### src/hw/rtl/lpi_pkg.sv
// ----------------------------------------------------------------------------
// lpi_pkg
// shared constants, register codes and status types of the line/plane
// intersection block
// ----------------------------------------------------------------------------
package lpi_pkg;

   localparam int DATA_WIDTH     = 64;
   localparam int ADDR_WIDTH     = 6;
   localparam int REG_WIDTH      = 48;
   localparam int TOL_WIDTH      = 48;
   localparam int DEGEN_MAG_BITS = 24;

   localparam logic [2:0] REG_POINT_ONE    = 3'd0;
   localparam logic [2:0] REG_POINT_TWO    = 3'd1;
   localparam logic [2:0] REG_POINT_THREE  = 3'd2;
   localparam logic [2:0] REG_PLANE_TOL    = 3'd3;
   localparam logic [2:0] REG_PARALLEL_TOL = 3'd4;

   localparam logic [2:0] SETTLE_CYCLES = 3'd5;

   typedef struct packed {
      logic is_parallel;
      logic start_on_plane;
      logic plane_degenerate;
   } flags_type;

endpackage

### src/hw/rtl/lpi_cell.sv
// ----------------------------------------------------------------------------
// lpi_cell
// one restoring division step for three coordinate lanes
// ----------------------------------------------------------------------------
module lpi_cell import lpi_pkg::*; #(
   parameter  int W  = 16,
   localparam int RW = 4 * W + 9,
   localparam int QW = W + 4
) (
   input  logic               clock,
   input  logic               reset,
   input  logic               up_valid,
   output logic               up_ready,
   input  logic [2:0][RW-1:0] up_rem,
   input  logic [RW-1:0]      up_dsh,
   input  logic [2:0][QW-1:0] up_q,
   input  logic [2:0][W-1:0]  up_s,
   input  logic [2:0]         up_neg,
   input  flags_type          up_flags,
   input  logic               dn_ready,
   output logic               dn_valid,
   output logic [2:0][RW-1:0] dn_rem,
   output logic [RW-1:0]      dn_dsh,
   output logic [2:0][QW-1:0] dn_q,
   output logic [2:0][W-1:0]  dn_s,
   output logic [2:0]         dn_neg,
   output flags_type          dn_flags
);

   logic               valid_ff;
   logic               en;
   logic [2:0]         ge;
   logic [2:0][RW-1:0] rem_in;
   logic [2:0][QW-1:0] q_in;
   logic [2:0][RW-1:0] rem_ff;
   logic [RW-1:0]      dsh_ff;
   logic [2:0][QW-1:0] q_ff;
   logic [2:0][W-1:0]  s_ff;
   logic [2:0]         neg_ff;
   flags_type          flags_ff;

   assign en       = !valid_ff || dn_ready;
   assign up_ready = en;

   always_comb begin
      for (int k = 0; k < 3; k++) begin
         ge[k]     = up_rem[k] >= up_dsh;
         rem_in[k] = ge[k] ? up_rem[k] - up_dsh : up_rem[k];
         q_in[k]   = {up_q[k][QW-2:0], ge[k]};
      end
   end

   always_ff @(posedge clock) begin
      if (reset) begin
         valid_ff <= 1'b0;
      end else if (en) begin
         valid_ff <= up_valid;
      end
   end

   always_ff @(posedge clock) begin
      if (en) begin
         rem_ff   <= rem_in;
         dsh_ff   <= up_dsh >> 1;
         q_ff     <= q_in;
         s_ff     <= up_s;
         neg_ff   <= up_neg;
         flags_ff <= up_flags;
      end
   end

   assign dn_valid = valid_ff;
   assign dn_rem   = rem_ff;
   assign dn_dsh   = dsh_ff;
   assign dn_q     = q_ff;
   assign dn_s     = s_ff;
   assign dn_neg   = neg_ff;
   assign dn_flags = flags_ff;

endmodule

### config.mk
export PLATFORM = sky130hd
export DESIGN_NAME = lpi_cell
export DESIGN_NICKNAME = d
export VERILOG_FILES = /design/src/hw/rtl/lpi_pkg.sv /design/src/hw/rtl/lpi_cell.sv
export SDC_FILE = /design/constraint.sdc
export NUM_CORES = 1
export LEC_CHECK = 0
export BUFFER_PORTS_ARGS = -buffer_cell sky130_fd_sc_hd__buf_4
export CORE_AREA = 10 10 313 315
export DETAILED_ROUTE_END_ITERATION = 8
export DIE_AREA = 0 0 323 325
export SLEW_MARGIN = 20
export SYNTH_ARGS = -nofsm -noshare
export SYNTH_HDL_FRONTEND = slang
export SYNTH_SLANG_ARGS = --single-unit
### constraint.sdc
create_clock -name clock -period 18.7 [get_ports clock]
set_input_delay 3.74 -clock clock [delete_from_list [all_inputs] [get_ports clock]]
set_output_delay 3.74 -clock clock [all_outputs]
set_load 0.005 [all_outputs]
==> summary.md <==
| Metric | Value |
|---|---|
| Worst hold slack across all endpoints | 1010 ps |
| Routed Wire Length | 126000 µm |
| Post-placement cell count | 4710 |
| Number of nets in the layout | 4211 |
| Crit start category | input pin |
| Clock Tree Root | sky130_fd_sc_hd__clkbuf_16 |
| Boundary Pins | 818 |
| Setup bufs post-CTS | 0 |
| Cells along the critical path | buf_4, inv_1, ha_1, o21ai_0, nor3_1, o311ai_2, nand4_1, nand3_1, nand2_4, a31oi_4, o31ai_4, a311oi_4, o31ai_4, buf_4, buf_4, mux2_4 |
| Final setup violating endpoints | 0 |
| Logic depth of the worst path, buffers included | 16 |
| Switching part of the total power | 0.317 |
| Mean instance size in the synthesized netlist | 10.0 µm² |
| Number of vias after detailed routing | 25300 |
| Kind of cell with the highest combined delay on the critical path | buffers and inverters |
| Stage delay of the slowest cell on the critical path | 680 ps |
| Total net switching power | 1.02 mW |
| Post-DP HPWL | 107000 µm |
| Post-Syn Instances | 2826 |
| DRC errors left | 0 |
| GRT Overall Usage | 0.228 |
| Post-synthesis sequential area ratio | 0.430 |
| Maximum number of pins on one net before global-route repair | 164 |
| Number of distinct standard cells referenced by the synthesized netlist | 87 |
| Final TNS setup | 0 ps |
| Slew HR | 0.246 |
| DRT Pass-1 Iters | 5 |
| F_max | 0.118 GHz |
| Most frequent cell on the critical path | sky130_fd_sc_hd__buf_4 |
| Synthesized flop and latch total | 406 |
| Number of enable-type register cells in the synthesized netlist | 405 |
| Hold Crit Class | reg2reg |
| Most common flop cell mapped by yosys | sky130_fd_sc_hd__edfxtp_1 |
| Count of cells resized by post-cts repair | 0 |
| Outcome | finished clean |
| Maximum clock skew at final layout | 23.9 ps |
| Post-route core utilization | 0.406 |
| Placer's final routability congestion estimate | 0.962 |
| Layout fillers | 9131 |
| Max-cap violations | 0 |
| Floorplan die width | 323 µm |
| Hold Fails Final Rpt | 0 |
| RSZ-0062 raised after global routing | false |
| Power share of the sequential group | 0.369 |
| Setup Crit Path Kind | in2reg |
| Clock sink count | 406 |
| Per-cell via count in the routed design | 5.25 |
| Internal | 2.20 mW |
| Power Density | 86.8 nW/µm² |
| Clk pin slew, worst setup/hold paths | 60 ps |
| Initial cell density of the core | 0.310 |
| Worst Reg-to-Reg Cells | 4 |
| Max Root-Sink Buffers | 3 |
| Data required time of the worst path | 19060 ps |
| Vertical extent of the die | 325 µm |
| Placed cell areas | 35400 µm² |
| Std-Cell Rows | 111 |
| Transition time at the pin with the least slew margin | 1130 ps |
| Layout Cell Area excl Fill | 37100 µm² |
| Hold buffers post-CTS | 0 |
| DIE AREA | 105000 µm² |
| Via count of the first global-routing pass | 25100 |
| Htree depth | 2 |
| Core Region | 91400 µm² |
| Cell Count, Final, Fillers Out | 4816 |
| Cell with the largest stage delay on the worst path | sky130_fd_sc_hd__buf_4 |
| Relative area change from synthesis to final layout | 30.9% |
| Final worst path period need | 8440 ps |
| Proportion of register bits with asynchronous set or reset after synthesis | 0 |
| Number of buffer and inverter stages on the critical path | 4 |
| Worst-skew pair later-pin latency | 630 ps |
| Routed WL per cell | 26.2 µm |
| TritonCTS clock tree | yes |
| IO Port Bufs | 813 |
| Post-DRT Antenna Nets | 0 |
| Fraction of final layout cells with drive strength greater than 1 | 0.286 |
| LEAKAGE | 16.3 nW |
| Final worst-path cycle share | 0.451 |
| Synthesized netlist net count | 3458 |
| Worst vdd rail ir drop | 0.0735 mV |
| Leftover overflow at the end of global routing | 0 |
| Worst-path fanout max | 41 |
| Hold-critical path depth | 1 |
| Violation count after the first detailed-routing iteration | 1888 |
| Final count of pins violating max slew | 0 |
| Count of warnings emitted by yosys | 0 |
| Signal arrival time at the worst endpoint | 8800 ps |
| Antenna violations before repair | 28 |
| TritonCTS buffer count | 53 |
| Part of the power in the clock network | 0.318 |
| Type of destination of the critical path | register |
| Area of the mapped netlist | 28400 µm² |
| Wire length of the first global-routing pass | 177000 µm |
| Comb pwr share | 0.313 |
## cell type report
type / count / area [µm²] / area share
multi-input combinational: 2151 / 15000 / 0.404
timing repair buffer: 829 / 6240 / 0.168
clock inverter: 33 / 315 / 0.00849
antenna: 10 / 25.0 / 0.000674
sequential: 406 / 12200 / 0.328
inverter: 138 / 518 / 0.0140
clock buffer: 63 / 1390 / 0.0373
tap: 1186 / 1480 / 0.0400
## power groups by stage
stage / combinational [mW] / sequential [mW] / clock [mW]
after floorplan: 0.526 / 1.23 / 0
after CTS: 1.01 / 1.19 / 1.05
after global placement: 1.01 / 1.20 / 0
final: 1.01 / 1.19 / 1.02
after global routing: 1.10 / 1.20 / 1.09
after detailed placement: 1.01 / 1.21 / 0
## metrics by stage
stage / total power [mW] / setup WS, ps
after floorplan: 1.75 / 1510
after global placement: 2.21 / 9600
after detailed placement: 2.22 / 9600
after CTS: 3.26 / 10270
after global routing: 3.38 / 10080
final: 3.22 / 10260
## layer usage
layer / GRT usage / up-vias / routed length [µm]
met5: 0 / - / 212
met4: 0.0618 / 30 / 3120
met3: 0.0703 / 160 / 10600
met2: 0.406 / 845 / 63700
met1: 0.259 / 12200 / 48600
li1: - / 12100 / -
## cells in the final DEF, fill, tap and decap left out, drive strengths merged, types with 11 or more instances in the layout
cell,count
a211oi,15
a21o,128
a21oi,344
a31oi,18
and2,11
and3,20
buf,829
clkbuf,63
clkinv,22
edfxtp,405
ha,219
inv,139
mux2,92
nand2,248
nand2b,30
nand3,37
nand4,78
nor2,183
nor2b,19
nor3,35
nor4,12
o21a,20
o21ai,212
o21bai,56
o31a,11
o31ai,21
or3,14
xnor2,119
xor2,85
## sequential cells by signal, indices dropped and copies added, names as in the netlist
register,cells
dn_rem,219
dn_dsh,72
dn_q,60
dn_s,48
dn_flags,3
dn_neg,3
dn_valid,1
## cells by family (layout without fill, tap and decap cells)
kind of cell	count (synthesis)	count (layout)	synth area share
flops	406	406	0.430
fa+ha+maj	222	222	0.0987
simple gates	709	709	0.117
xor+xnor	204	204	0.0630
other cells	1	11	0.000132
mux	97	97	0.0462
buf+inv	269	1063	0.0427
compound gates	918	918	0.202
## Yosys cell counts (all sizes together), types with 6 or more instances
master | count | area, µm²
a211oi | 15 | 118
a21boi | 9 | 67.6
a21o | 128 | 961
a21oi | 344 | 1740
a221oi | 9 | 78.8
a311oi | 6 | 76.3
a31oi | 18 | 143
and2 | 11 | 68.8
and3 | 20 | 125
and4 | 7 | 61.3
buf | 48 | 379
clkbuf | 83 | 313
edfxtp | 405 | 12200
ha | 219 | 2740
inv | 138 | 518
mux2 | 92 | 1260
nand2 | 248 | 941
nand2b | 30 | 195
nand3 | 37 | 185
nand4 | 78 | 494
nor2 | 183 | 687
nor2b | 19 | 119
nor3 | 35 | 175
nor4 | 12 | 75.1
o2111ai | 7 | 61.3
o211ai | 9 | 67.6
o21a | 20 | 150
o21ai | 212 | 1070
o21bai | 56 | 420
o221ai | 6 | 52.6
o31a | 11 | 96.3
o31ai | 21 | 185
or3 | 14 | 87.6
xnor2 | 119 | 1040
xor2 | 85 | 744
## worst reg2reg max path, stage by stage, from the launching register on
cell                       delay [ps]
sky130_fd_sc_hd__dfxtp_1          330
sky130_fd_sc_hd__nand2b_4         440
sky130_fd_sc_hd__buf_4            730
sky130_fd_sc_hd__buf_12           590
sky130_fd_sc_hd__buf_4           1310
## path summary, 6_finish.rpt
check | start | endpoint | slack [ps]
setup / recovery | up_dsh[4] | dn_rem[184] | 10260
setup reg to reg | dn_valid | dn_q[45] | 14870
hold / removal | dn_valid | dn_rem[14] | 1010
hold reg to reg | dn_valid | dn_rem[14] | 1010
(Power assumes the default switching activity.)
