File: src/hw/rtl/lpi_pkg.sv
// ----------------------------------------------------------------------------
// lpi_pkg
// shared constants, register codes and status types of the line/plane
// intersection block
// ----------------------------------------------------------------------------
package lpi_pkg;

   localparam int DATA_WIDTH     = 64;
   localparam int ADDR_WIDTH     = 6;
   localparam int REG_WIDTH      = 48;
   localparam int TOL_WIDTH      = 48;
   localparam int DEGEN_MAG_BITS = 24;

   localparam logic [2:0] REG_POINT_ONE    = 3'd0;
   localparam logic [2:0] REG_POINT_TWO    = 3'd1;
   localparam logic [2:0] REG_POINT_THREE  = 3'd2;
   localparam logic [2:0] REG_PLANE_TOL    = 3'd3;
   localparam logic [2:0] REG_PARALLEL_TOL = 3'd4;

   localparam logic [2:0] SETTLE_CYCLES = 3'd5;

   typedef struct packed {
      logic is_parallel;
      logic start_on_plane;
      logic plane_degenerate;
   } flags_type;

endpackage

File: src/hw/rtl/lpi_if.sv


interface lpi_rsp_if #(parameter int W = 16);
   logic                valid;
   logic                ready;
   logic signed [W-1:0] hit_x;
   logic signed [W-1:0] hit_y;
   logic signed [W-1:0] hit_z;
   logic                is_parallel;
   logic                start_on_plane;
   logic                plane_degenerate;
   logic                hit_saturated;

   modport source (output valid, hit_x, hit_y, hit_z, is_parallel, start_on_plane,
                   plane_degenerate, hit_saturated, input ready);
   modport sink (input valid, hit_x, hit_y, hit_z, is_parallel, start_on_plane,
                 plane_degenerate, hit_saturated, output ready);
endinterface

File: src/hw/rtl/lpi_back.sv
// ----------------------------------------------------------------------------
// lpi_back
// rounding, sign, saturation and the result register
// ----------------------------------------------------------------------------
module lpi_back import lpi_pkg::*; #(
   parameter  int W  = 16,
   localparam int QW = W + 4
) (
   input  logic               clock,
   input  logic               reset,
   input  logic               up_valid,
   output logic               up_ready,
   input  logic [2:0][QW-1:0] up_q,
   input  logic [2:0][W-1:0]  up_s,
   input  logic [2:0]         up_neg,
   input  flags_type          up_flags,
   lpi_rsp_if.source          rsp_bus
);

   localparam int VW = W + 4;
   localparam logic signed [VW-1:0] CMAX_V = VW'((1 << (W - 1)) - 1);
   localparam logic signed [VW-1:0] CMIN_V = ~CMAX_V;
   localparam logic [W-1:0] CMAX_W = {1'b0, {(W-1){1'b1}}};
   localparam logic [W-1:0] CMIN_W = {1'b1, {(W-1){1'b0}}};

   logic                 valid_ff;
   logic                 en;
   logic [VW-1:0]        rnd [3];
   logic signed [VW-1:0] qv [3];
   logic signed [W-1:0]  s_c [3];
   logic signed [VW-1:0] sv [3];
   logic signed [VW-1:0] v [3];
   logic [2:0]           sat_c;
   logic [2:0][W-1:0]    hit_c;
   logic [2:0][W-1:0]    hit_ff;
   logic                 sat_ff;
   flags_type            flags_ff;

   assign en       = !valid_ff || rsp_bus.ready;
   assign up_ready = en;

   always_comb begin
      for (int k = 0; k < 3; k++) begin
         rnd[k] = (VW'(up_q[k][QW-2:0]) + VW'(1)) >> 1;
         qv[k]  = signed'(rnd[k]);
         s_c[k] = signed'(up_s[k]);
         sv[k]  = VW'(s_c[k]);
         v[k]   = up_neg[k] ? sv[k] - qv[k] : sv[k] + qv[k];
         if (up_flags.is_parallel) begin
            hit_c[k] = CMAX_W;
            sat_c[k] = 1'b0;
         end else if (up_q[k][QW-1]) begin
            hit_c[k] = up_neg[k] ? CMIN_W : CMAX_W;
            sat_c[k] = 1'b1;
         end else if (v[k] > CMAX_V) begin
            hit_c[k] = CMAX_W;
            sat_c[k] = 1'b1;
         end else if (v[k] < CMIN_V) begin
            hit_c[k] = CMIN_W;
            sat_c[k] = 1'b1;
         end else begin
            hit_c[k] = v[k][W-1:0];
            sat_c[k] = 1'b0;
         end
      end
   end

   always_ff @(posedge clock) begin
      if (reset) begin
         valid_ff <= 1'b0;
      end else if (en) begin
         valid_ff <= up_valid;
      end
   end

   always_ff @(posedge clock) begin
      if (en) begin
         hit_ff   <= hit_c;
         sat_ff   <= |sat_c;
         flags_ff <= up_flags;
      end
   end

   assign rsp_bus.valid            = valid_ff;
   assign rsp_bus.hit_x            = signed'(hit_ff[0]);
   assign rsp_bus.hit_y            = signed'(hit_ff[1]);
   assign rsp_bus.hit_z            = signed'(hit_ff[2]);
   assign rsp_bus.is_parallel      = flags_ff.is_parallel;
   assign rsp_bus.start_on_plane   = flags_ff.start_on_plane;
   assign rsp_bus.plane_degenerate = flags_ff.plane_degenerate;
   assign rsp_bus.hit_saturated    = sat_ff;

endmodule

File: src/flat_wrapper.sv
// flat-port wrapper written by rule: the top's interface ports become plain ports
module lpi_back_flat import lpi_pkg::*;
#(
   parameter  int W  = 16,
   localparam int QW = W + 4
)
  (clock, reset, up_valid, up_ready, up_q, up_s, up_neg, up_flags, rsp_bus_valid, rsp_bus_hit_x, rsp_bus_hit_y, rsp_bus_hit_z, rsp_bus_is_parallel, rsp_bus_start_on_plane, rsp_bus_plane_degenerate, rsp_bus_hit_saturated, rsp_bus_ready);
  lpi_rsp_if #(.W(W)) rsp_bus_i ();
  input  logic clock;
  input  logic reset;
  input  logic up_valid;
  output logic up_ready;
  input  logic [2:0][QW-1:0] up_q;
  input  logic [2:0][W-1:0] up_s;
  input  logic [2:0] up_neg;
  input  flags_type up_flags;
  output wire logic [$bits(rsp_bus_i.valid)-1:0] rsp_bus_valid;
  output wire logic [$bits(rsp_bus_i.hit_x)-1:0] rsp_bus_hit_x;
  output wire logic [$bits(rsp_bus_i.hit_y)-1:0] rsp_bus_hit_y;
  output wire logic [$bits(rsp_bus_i.hit_z)-1:0] rsp_bus_hit_z;
  output wire logic [$bits(rsp_bus_i.is_parallel)-1:0] rsp_bus_is_parallel;
  output wire logic [$bits(rsp_bus_i.start_on_plane)-1:0] rsp_bus_start_on_plane;
  output wire logic [$bits(rsp_bus_i.plane_degenerate)-1:0] rsp_bus_plane_degenerate;
  output wire logic [$bits(rsp_bus_i.hit_saturated)-1:0] rsp_bus_hit_saturated;
  input wire logic [$bits(rsp_bus_i.ready)-1:0] rsp_bus_ready;
  assign rsp_bus_valid = rsp_bus_i.valid;
  assign rsp_bus_hit_x = rsp_bus_i.hit_x;
  assign rsp_bus_hit_y = rsp_bus_i.hit_y;
  assign rsp_bus_hit_z = rsp_bus_i.hit_z;
  assign rsp_bus_is_parallel = rsp_bus_i.is_parallel;
  assign rsp_bus_start_on_plane = rsp_bus_i.start_on_plane;
  assign rsp_bus_plane_degenerate = rsp_bus_i.plane_degenerate;
  assign rsp_bus_hit_saturated = rsp_bus_i.hit_saturated;
  assign rsp_bus_i.ready = rsp_bus_ready;
  lpi_back #(.W(W)) u_core (.clock(clock), .reset(reset), .up_valid(up_valid), .up_ready(up_ready), .up_q(up_q), .up_s(up_s), .up_neg(up_neg), .up_flags(up_flags), .rsp_bus(rsp_bus_i));
endmodule
File: config.mk
export PLATFORM = sky130hd
export DESIGN_NAME = lpi_back_flat
export DESIGN_NICKNAME = d
export VERILOG_FILES = /design/src/hw/rtl/lpi_pkg.sv /design/src/hw/rtl/lpi_if.sv /design/src/hw/rtl/lpi_back.sv /design/src/flat_wrapper.sv
export SDC_FILE = /design/constraint.sdc
export NUM_CORES = 1
export LEC_CHECK = 0
export BUFFER_PORTS_ARGS = -buffer_cell sky130_fd_sc_hd__buf_2
export CORE_ASPECT_RATIO = 0.8
export CORE_UTILIZATION = 40
export CTS_CLUSTER_DIAMETER = 150
export DETAILED_ROUTE_END_ITERATION = 16
export HOLD_SLACK_MARGIN = 0.03
export PLACE_DENSITY = 0.61
export SLEW_MARGIN = 20
export SYNTH_ARGS = -nofsm -noshare
export SYNTH_HDL_FRONTEND = slang
export SYNTH_SLANG_ARGS = --single-unit
File: constraint.sdc
create_clock -name clock -period 12.4 [get_ports clock]
set_input_delay 2.48 -clock clock [delete_from_list [all_inputs] [get_ports clock]]
set_output_delay 2.48 -clock clock [all_outputs]
set_load 0.01 [all_outputs]
==> flow_summary.toml, run 1 <==
[synthesis]
yosysUniqueCellTypes = 92
syn_area_um2 = 8310
synth_common_cells = "xnor2_1, a21oi_1, nor2_1"
seq_area_frac_synth_pct = 19.0
yosys_warnings = 0
yosysTopAreaCellShare_pct = 18.8
async_flop_share_pct = 0
netlist_top_cells_area = "edfxtp_1, xnor2_1, ha_1"
synth_ff_type = "edfxtp_1"
synth.most_common_cell = "xnor2_1"
synth.largest_area_cell = "edfxtp_1"
synth-edff-count = 52
synth_area_per_cell_um2 = 8.33
synth-seq-cells = 53
synthCells = 997
syn-num-nets = 1181

[flow_run]
max_cap_viol_count = 0

[cts]
insertion_delay_ns = 0.31
cts-htree-levels = 2
path_clk_slew_ns = 0.07
cts_made_buffers = 5
cts_resized = 0
cts_sinks = 53
cts_tree = "yes"
cts_buffer_depth = 2
post_cts_buffers = 0
holdBufCountCts = 0
root_buffer = "clkbuf_16"

[pwr]
pwr-share-clk_pct = 18.6
power_switching_uw = 340
vdd_drop_max_v = 0.0000652
p_comb_share_pct = 54.2
switching_share_pct = 39.6
intPower_uw = 519
seqPwrFrac_pct = 27.1
p_leak_uw = 0.00377
power_density_nw_per_um2 = 91.7

[placement]
port_buffers = 171
place_congestion = 0.899
dp.cells = 1390
dp_hpwl_mm = 17.9
place_area_um2 = 9210

[floorplanning]
die_h_um = 131
die_w_um = 163
dieArea_um2 = 21400
ioPinCount = 172
initial_core_util_pct = 41.4
core_um2 = 20100
num_rows = 46

[setup_path]
critPathKind = "in -> reg"
slowest_stage = "or2_0"
crit_chain = "buf_2 > nand4_1 > or2_0 > o32ai_1 > or2b_2 > nor3_1 > mux2i_1 > o32ai_1 > a21oi_1 > xnor2_1 > ha_1 > nand2_1 > o21ai_0 > mux2i_1 > o311ai_0 > or3b_2 > nor4_1 > or3_1 > a21oi_1"
cp_data_required_time_ns = 12.43
cp_max_fo = 15
cp.arrival_ns = 7.90
critPathMaxStageDelay_ns = 0.54
endpoint_kind = "register"
start_kind = "input pin"

[global_route]
grt_antenna_before_repair = 0
track_usage_pct = 19.8
grt_max_degree = 55
first_global_vias = 6762
grt_pass1_wl_mm = 33.9
overflow = 0

[routing]
routed_wl_mm = 21.7
drt_pass1_iterations = 7
drc = 0
vias_per_cell = 5.54
vias = 7748
wire_per_inst_um = 15.5
final_antenna_net_count = 0
drt_iter0_drc = 503

[layout]
antenna_cells_inserted = 0
syn_to_final_growth_pct = 12.9
finish.utilization_pct = 46.7
final_cells = 1398
final_area_um2 = 9380
nets = 1317
layout-drive-gt1-share_pct = 21.2

[timing]
period_share_pct = 63.5
max_slew.worst_pin.slew_ns = 1.06
hold_viol = 0
max_freq_ghz = 0.127
period_needed_ns = 7.87
rsz0062_at_grt = "no"
setup_viol = 0
setup_tns_ns = 0
worst_slew_margin_rel_pct = 28.9
drv_slew = 0
final.setup_skew_ns = 0.0116

[min_path]
hold_path.class = "reg -> reg"

[status]
status = "complete, no violations"
## power groups by stage
stage | clock, uW | combinational, uW | sequential, uW
finish | 160 | 466 | 233
global route | 172 | 517 | 236
CTS | 165 | 467 | 234
detailed placement | 0 | 464 | 238
global placement | 0 | 462 | 238
floorplan | 0 | 329 | 251
## cells by family after synthesis
group | after synthesis | share of synthesized area [%]
AO/OA/AOI/OAI | 315 | 26.0
XOR/XNOR | 156 | 16.7
adder cells (fa/ha/maj) | 66 | 10.2
buffers and inverters | 75 | 4.97
flip-flops | 53 | 19.0
multiplexers | 9 | 1.13
AND/OR/NAND/NOR | 323 | 22.0
## placed cells by master, fill, tap and decap left out, types with 10 or more instances in the layout
| cell | netlist | layout |
|---|---|---|
| o21ai_0 | 47 | 47 |
| xnor2_1 | 106 | 106 |
| or3_1 | 10 | 10 |
| a21o_1 | 46 | 46 |
| edfxtp_1 | 52 | 52 |
| nand3_1 | 32 | 32 |
| ha_1 | 63 | 63 |
| and3_1 | 20 | 20 |
| o31ai_1 | 10 | 10 |
| o21a_1 | 21 | 21 |
| nand4_1 | 15 | 15 |
| buf_2 | 16 | 171 |
| a31oi_1 | 17 | 17 |
| nor3_1 | 25 | 25 |
| nor2_1 | 77 | 77 |
| a21oi_1 | 86 | 86 |
| inv_1 | 32 | 32 |
| xor2_1 | 47 | 47 |
| nor2b_1 | 14 | 14 |
| nand2_1 | 55 | 55 |
## registers in the layout (all words and copies together) (netlist names)
| name | cells |
|---|---|
| u_core.rsp_bus.is_parallel | 1 |
| u_core.rsp_bus.valid | 1 |
| u_core.rsp_bus.hit_y | 16 |
| u_core.rsp_bus.hit_saturated | 1 |
| u_core.rsp_bus.hit_x | 16 |
| u_core.rsp_bus.start_on_plane | 1 |
| u_core.rsp_bus.hit_z | 16 |
| u_core.rsp_bus.plane_degenerate | 1 |
## worst max-delay path: cells and delay by family
family          cells  cell delay (ns)
mux                 2             0.38
fa+ha+maj           1             0.39
compound gates      6             1.16
buf+inv             1             0.16
simple gates        8             3.18
xor+xnor            1             0.15
## layout make-up
cell class	instances	area [um^2]
Fill cell	2034	10700
Multi-Input combinational cell	869	6310
Sequential cell	53	1580
Timing Repair Buffer	172	863
Tap cell	264	330
Clock buffer	5	125
Inverter	32	120
Clock inverter	3	41.3
## through the flow
step	hold slack [ns]	setup WS [ns]	power (uW)
floorplan	1.75	5.10	580
global placement	0.984	4.45	699
detailed placement	1.00	4.25	701
CTS	1.02	4.56	865
global route	1.05	3.95	924
finish	0.992	4.53	859
## final timing paths
check | start | cells after the start | slack, ns | to
setup / recovery | up_q[2] | 19 | 4.53 | u_core.rsp_bus.hit_x[15]$_SDFFCE_PP0P_
hold reg to reg | u_core.rsp_bus.valid$_SDFFE_PP0P_ | 2 | 0.99 | u_core.rsp_bus.start_on_plane$_DFFE_PP_
hold / removal | u_core.rsp_bus.valid$_SDFFE_PP0P_ | 2 | 0.99 | u_core.rsp_bus.start_on_plane$_DFFE_PP_
setup reg to reg | u_core.rsp_bus.valid$_SDFFE_PP0P_ | 2 | 11.06 | u_core.rsp_bus.hit_z[6]$_SDFFCE_PP1P_
## layer usage
| layer | track usage (%) | up-vias | wire, um |
|---|---|---|---|
| met5 | 0 | - | 0 |
| met2 | 31.8 | 198 | 9460 |
| li1 | - | 3991 | - |
| met1 | 27.8 | 3541 | 10700 |
| met3 | 3.25 | 18 | 1190 |
| met4 | 4.56 | 0 | 350 |
No activity file was read; power rests on OpenSTA's default activity.
==> run 2, diff against run 1 <==
==> constraint.sdc (replaced) <==
create_clock -name clock -period 7.98 [get_ports clock]
set_input_delay 1.596 -clock clock [delete_from_list [all_inputs] [get_ports clock]]
set_output_delay 1.596 -clock clock [all_outputs]
set_load 0.01 [all_outputs]
==> run 2 against run 1 <==
Sequential power grew 56%; via count grew 0.39%; combinational power grew 55%; die area is the same; cell area shrank 0.20%; hold slack lost 0.014 ns; register-to-register slack lost 4.4 ns; clock power grew 33%; critical path type unchanged; largest power group unchanged.
==> flow_summary.toml, run 2 (synthesis gave the netlist of run 1 again) <==
[placement]
dp_hpwl_mm = 17.9
place_congestion = 0.880
dp.cells = 1391
port_buffers = 171
place_area_um2 = 9220

[global_route]
grt_pass1_wl_mm = 33.8
grt_antenna_before_repair = 0
track_usage_pct = 19.6
grt_max_degree = 55
first_global_vias = 6850
overflow = 0

[layout]
final_common_cell = "buf_2"
nets = 1318
syn_to_final_growth_pct = 12.7
final_cell_mix = "buf_2, xnor2_1, a21oi_1, nor2_1, ha_1"
fillers = 2008
final_cells = 1400
layout-drive-gt1-share_pct = 21.1
final_area_um2 = 9360

[cts]
insertion_delay_ns = 0.30
cts-htree-levels = 2
cts_buffer_depth = 2
post_cts_buffers = 0
cts_tree = "yes"
path_clk_slew_ns = 0.07
root_buffer = "clkbuf_16"
holdBufCountCts = 0
cts_sinks = 53
cts_resized = 0
cts_made_buffers = 5

[routing]
drt_iter0_drc = 628
vias = 7778
routed_wl_mm = 21.8
final_antenna_net_count = 0
wire_per_inst_um = 15.5
drt_pass1_iterations = 6
vias_per_cell = 5.56
drc = 0

[floorplanning]
initial_core_util_pct = 41.4
ioPinCount = 172
die_h_um = 131
num_rows = 46
core_um2 = 20100
die_w_um = 163
dieArea_um2 = 21400

[pwr]
vdd_drop_max_v = 0.000104
p_leak_uw = 0.00377
power_density_nw_per_um2 = 139
finalPower_uw = 1300

[timing]
final.setup_skew_ns = 0.00751
setup_viol = 0
max_slew.worst_pin.slew_ns = 0.808
period_share_pct = 88.0
hold_viol = 0
worst_slew_margin_rel_pct = 46.1
drv_slew = 0
rsz0062_at_grt = "no"
setup_tns_ns = 0
period_needed_ns = 7.02
max_freq_ghz = 0.142

[status]
status = "complete, no violations"

[setup_path]
cp.arrival_ns = 7.04
start_kind = "input pin"
cp_max_fo = 11
cp_data_required_time_ns = 8.00
endpoint_kind = "register"
critPathKind = "in -> reg"

[flow_run]
max_cap_viol_count = 0

[min_path]
hold_path.class = "reg -> reg"
[run 2: cell type report]
cell class	instances	area (um^2)	area share (%)
Clock inverter	3	12.5	0.134
Sequential cell	53	1580	16.9
Clock buffer	5	125	1.34
Multi-Input combinational cell	869	6310	67.5
Tap cell	264	330	3.53
Inverter	32	120	1.28
Timing Repair Buffer	173	871	9.31
Antenna cell	1	2.50	0.0267
[run 2: per-layer routing]
| metal | global-route usage, % | part of all wire [%] |
|---|---|---|
| met5 | 0 | 0 |
| met1 | 27.9 | 50 |
| met4 | 3.63 | 1.1 |
| met2 | 31.9 | 44 |
| met3 | 2.59 | 4.4 |
[run 2: path summary, 6_finish.rpt]
check,to,cells past startpoint,slack [ns],startpoint
max,u_core.rsp_bus.hit_saturated$_DFFE_PP_,20,0.96,up_q[2]
min,u_core.rsp_bus.hit_x[12]$_SDFFCE_PP1P_,2,0.98,u_core.rsp_bus.valid$_SDFFE_PP0P_
max reg2reg,u_core.rsp_bus.hit_z[6]$_SDFFCE_PP1P_,2,6.63,u_core.rsp_bus.valid$_SDFFE_PP0P_
min reg2reg,u_core.rsp_bus.hit_x[12]$_SDFFCE_PP1P_,2,0.98,u_core.rsp_bus.valid$_SDFFE_PP0P_
[run 2: worst max-delay path, cell delays in order]
cell       delay, ns
buf_2           0.17
nand4_1         0.45
or2_0           0.54
o32ai_1         0.23
or2b_2          0.40
nor3_1          0.35
mux2i_1         0.13
o32ai_1         0.26
a21oi_1         0.09
xnor2_1         0.15
ha_1            0.39
nand2_1         0.08
o21ai_0         0.33
mux2i_1         0.24
o311ai_0        0.13
or3b_2          0.49
nor4_1          0.36
nor3_1          0.12
a2111oi_0       0.38
a31oi_1         0.13
[run 2: per-stage QoR]
stage	util [%]	hold WS (ns)	worst slack, ns
6_report	46.6	0.977	0.959
5_1_grt	46.6	1.06	0.490
4_1_cts	46.6	1.01	1.04
3_5_place_dp	45.9	0.996	0.729
3_3_place_gp	45.9	0.982	0.905
2_1_floorplan	-	1.67	1.57
[run 2: power by group]
group	internal, uW	leakage, uW	total, uW	switching (uW)
Clock	114	0.0000687	213	99.2
Combinational	308	0.00320	724	416
Sequential	353	0.000499	363	10.5
==> run 3, diff against run 2 <==
--- a/config.mk
+++ b/config.mk
@@ -7,11 +7,12 @@
 export LEC_CHECK = 0
 export BUFFER_PORTS_ARGS = -buffer_cell sky130_fd_sc_hd__buf_2
 export CORE_ASPECT_RATIO = 0.8
-export CORE_UTILIZATION = 40
-export CTS_CLUSTER_DIAMETER = 150
+export CORE_MARGIN = 2
+export CORE_UTILIZATION = 57
+export CTS_CLUSTER_DIAMETER = 80
 export DETAILED_ROUTE_END_ITERATION = 16
 export HOLD_SLACK_MARGIN = 0.03
-export PLACE_DENSITY = 0.61
+export PLACE_DENSITY = 0.83
 export SLEW_MARGIN = 20
 export SYNTH_ARGS = -nofsm -noshare
 export SYNTH_HDL_FRONTEND = slang
==> run 3 against run 2 <==
Hold slack improved by 0.010 ns; critical endpoint unchanged; cell area decreased by 0.84%; combinational power decreased by 0.6%; sequential share of layout area increased by 0.14 points; largest cell class unchanged; wire length decreased by 4.3%; total power increased by 0.62%; clock skew decreased by 0.0015 ns; first-iteration DRC count decreased by 4.9%.
==> flow_summary.toml, run 3 (synthesis gave the netlist of run 1 again) <==
[status]
status = "complete, no violations"

[routing]
wire_per_inst_um = 15.8
drt_pass1_iterations = 8
drc = 0
vias_per_cell = 6.01
routed_wl_mm = 20.8
final_antenna_net_count = 0
vias = 7936
drt_iter0_drc = 597

[timing]
hold_viol = 0
max_slew.worst_pin.slew_ns = 0.742
max_freq_ghz = 0.143
setup_viol = 0
worst_slew_margin_rel_pct = 50.6
rsz0062_at_grt = "no"
period_needed_ns = 7.01
period_share_pct = 87.9
drv_slew = 0
setup_tns_ns = 0
final.setup_skew_ns = 0.00598

[cts]
cts_made_buffers = 5
cts_tree = "yes"
cts_buffer_depth = 2
insertion_delay_ns = 0.29
cts_resized = 0
post_cts_buffers = 0
cts-htree-levels = 2
holdBufCountCts = 0
root_buffer = "clkbuf_16"
path_clk_slew_ns = 0.07
cts_sinks = 53

[placement]
port_buffers = 171
dp_hpwl_mm = 16.8
place_congestion = 0.933

[layout]
nets = 1319
syn_to_final_growth_pct = 11.7
final_common_cell = "buf_2"
final_cell_mix = "buf_2, xnor2_1, a21oi_1, nor2_1, ha_1"
layout-drive-gt1-share_pct = 21.4

[floorplanning]
die_w_um = 139
die_h_um = 112
ioPinCount = 172
initial_core_util_pct = 58.3
num_rows = 39
core_um2 = 14200
dieArea_um2 = 15600

[pwr]
finalPower_uw = 1310
p_leak_uw = 0.00377
power_density_nw_per_um2 = 141
vdd_drop_max_v = 0.000105

[flow_run]
max_cap_viol_count = 0

[min_path]
hold_path.class = "reg -> reg"

[setup_path]
slowest_stage = "or3b_2"
cp_data_required_time_ns = 7.99
critPathKind = "in -> reg"
start_kind = "input pin"
cp.arrival_ns = 7.03
endpoint_kind = "register"
critPathMaxStageDelay_ns = 0.50
cp_max_fo = 9
crit_chain = "buf_2 > ha_1 > and3_1 > a31oi_2 > o32ai_1 > or2b_2 > nor3_1 > mux2i_1 > o32ai_1 > a21oi_1 > xnor2_1 > ha_1 > nand2_1 > o21ai_0 > mux2i_1 > o311ai_0 > or3b_2 > nor4_1 > nor3_1 > a2111oi_0 > a31oi_1"

[global_route]
grt_max_degree = 55
grt_antenna_before_repair = 2
grt_pass1_wl_mm = 34.1
overflow = 0
first_global_vias = 7253
track_usage_pct = 25.9
==> run 3: critical path, delay by kind of cell <==
family,cells,cell delay (ns)
XOR/XNOR,1,0.15
buffers and inverters,1,0.13
AND/OR/NAND/NOR,7,2.17
adder cells (fa/ha/maj),2,0.72
multiplexers,2,0.36
AO/OA/AOI/OAI,8,1.89
==> run 3: final cells by class <==
cell class / count / area (um^2)
clock buffers: 5 / 125
repair buffers: 174 / 878
multi-input cells: 869 / 6310
well taps: 184 / 230
clock inverters: 3 / 26.3
diodes: 1 / 2.50
fillers: 1285 / 4970
inverters: 32 / 120
flip-flops and latches: 53 / 1580
==> run 3: power by group <==
part	total (uW)	internal (uW)	switching [uW]	leakage, uW
sequential	363	353	10.6	0.000499
combinational	720	308	413	0.00320
clock	225	119	106	0.0000680
==> run 3: worst paths after layout <==
| check | to | slack (ns) | startpoint | cells past startpoint |
|---|---|---|---|---|
| setup reg to reg | u_core.rsp_bus.hit_z[4]$_SDFFCE_PP1P_ | 6.63 | u_core.rsp_bus.valid$_SDFFE_PP0P_ | 2 |
| hold / removal | u_core.rsp_bus.hit_x[12]$_SDFFCE_PP1P_ | 0.99 | u_core.rsp_bus.valid$_SDFFE_PP0P_ | 2 |
| setup / recovery | u_core.rsp_bus.hit_saturated$_DFFE_PP_ | 0.97 | up_q[0] | 21 |
| hold reg to reg | u_core.rsp_bus.hit_x[12]$_SDFFCE_PP1P_ | 0.99 | u_core.rsp_bus.valid$_SDFFE_PP0P_ | 2 |
==> run 3: layer usage <==
metal / GRT usage, % / wire (um) / share of wire (%)
met1: 36.3 / 9900 / 48
met2: 42.8 / 9390 / 45
met3: 3.01 / 1120 / 5.4
met4: 7.00 / 405 / 1.9
met5: 0 / 0 / 0
==> run 3: per-stage QoR <==
step | utilization, % | area [um^2] | instances | hold WS, ns | setup slack, ns
floorplan | - | 8310 | 997 | 1.67 | 1.57
global placement | 64.0 | 9130 | 1312 | 0.970 | 1.01
detailed placement | 64.0 | 9130 | 1312 | 0.982 | 0.711
CTS | 65.1 | 9280 | 1320 | 1.00 | 0.988
global route | 65.1 | 9280 | 1321 | 1.05 | 0.298
finish | 65.1 | 9280 | 1321 | 0.988 | 0.967
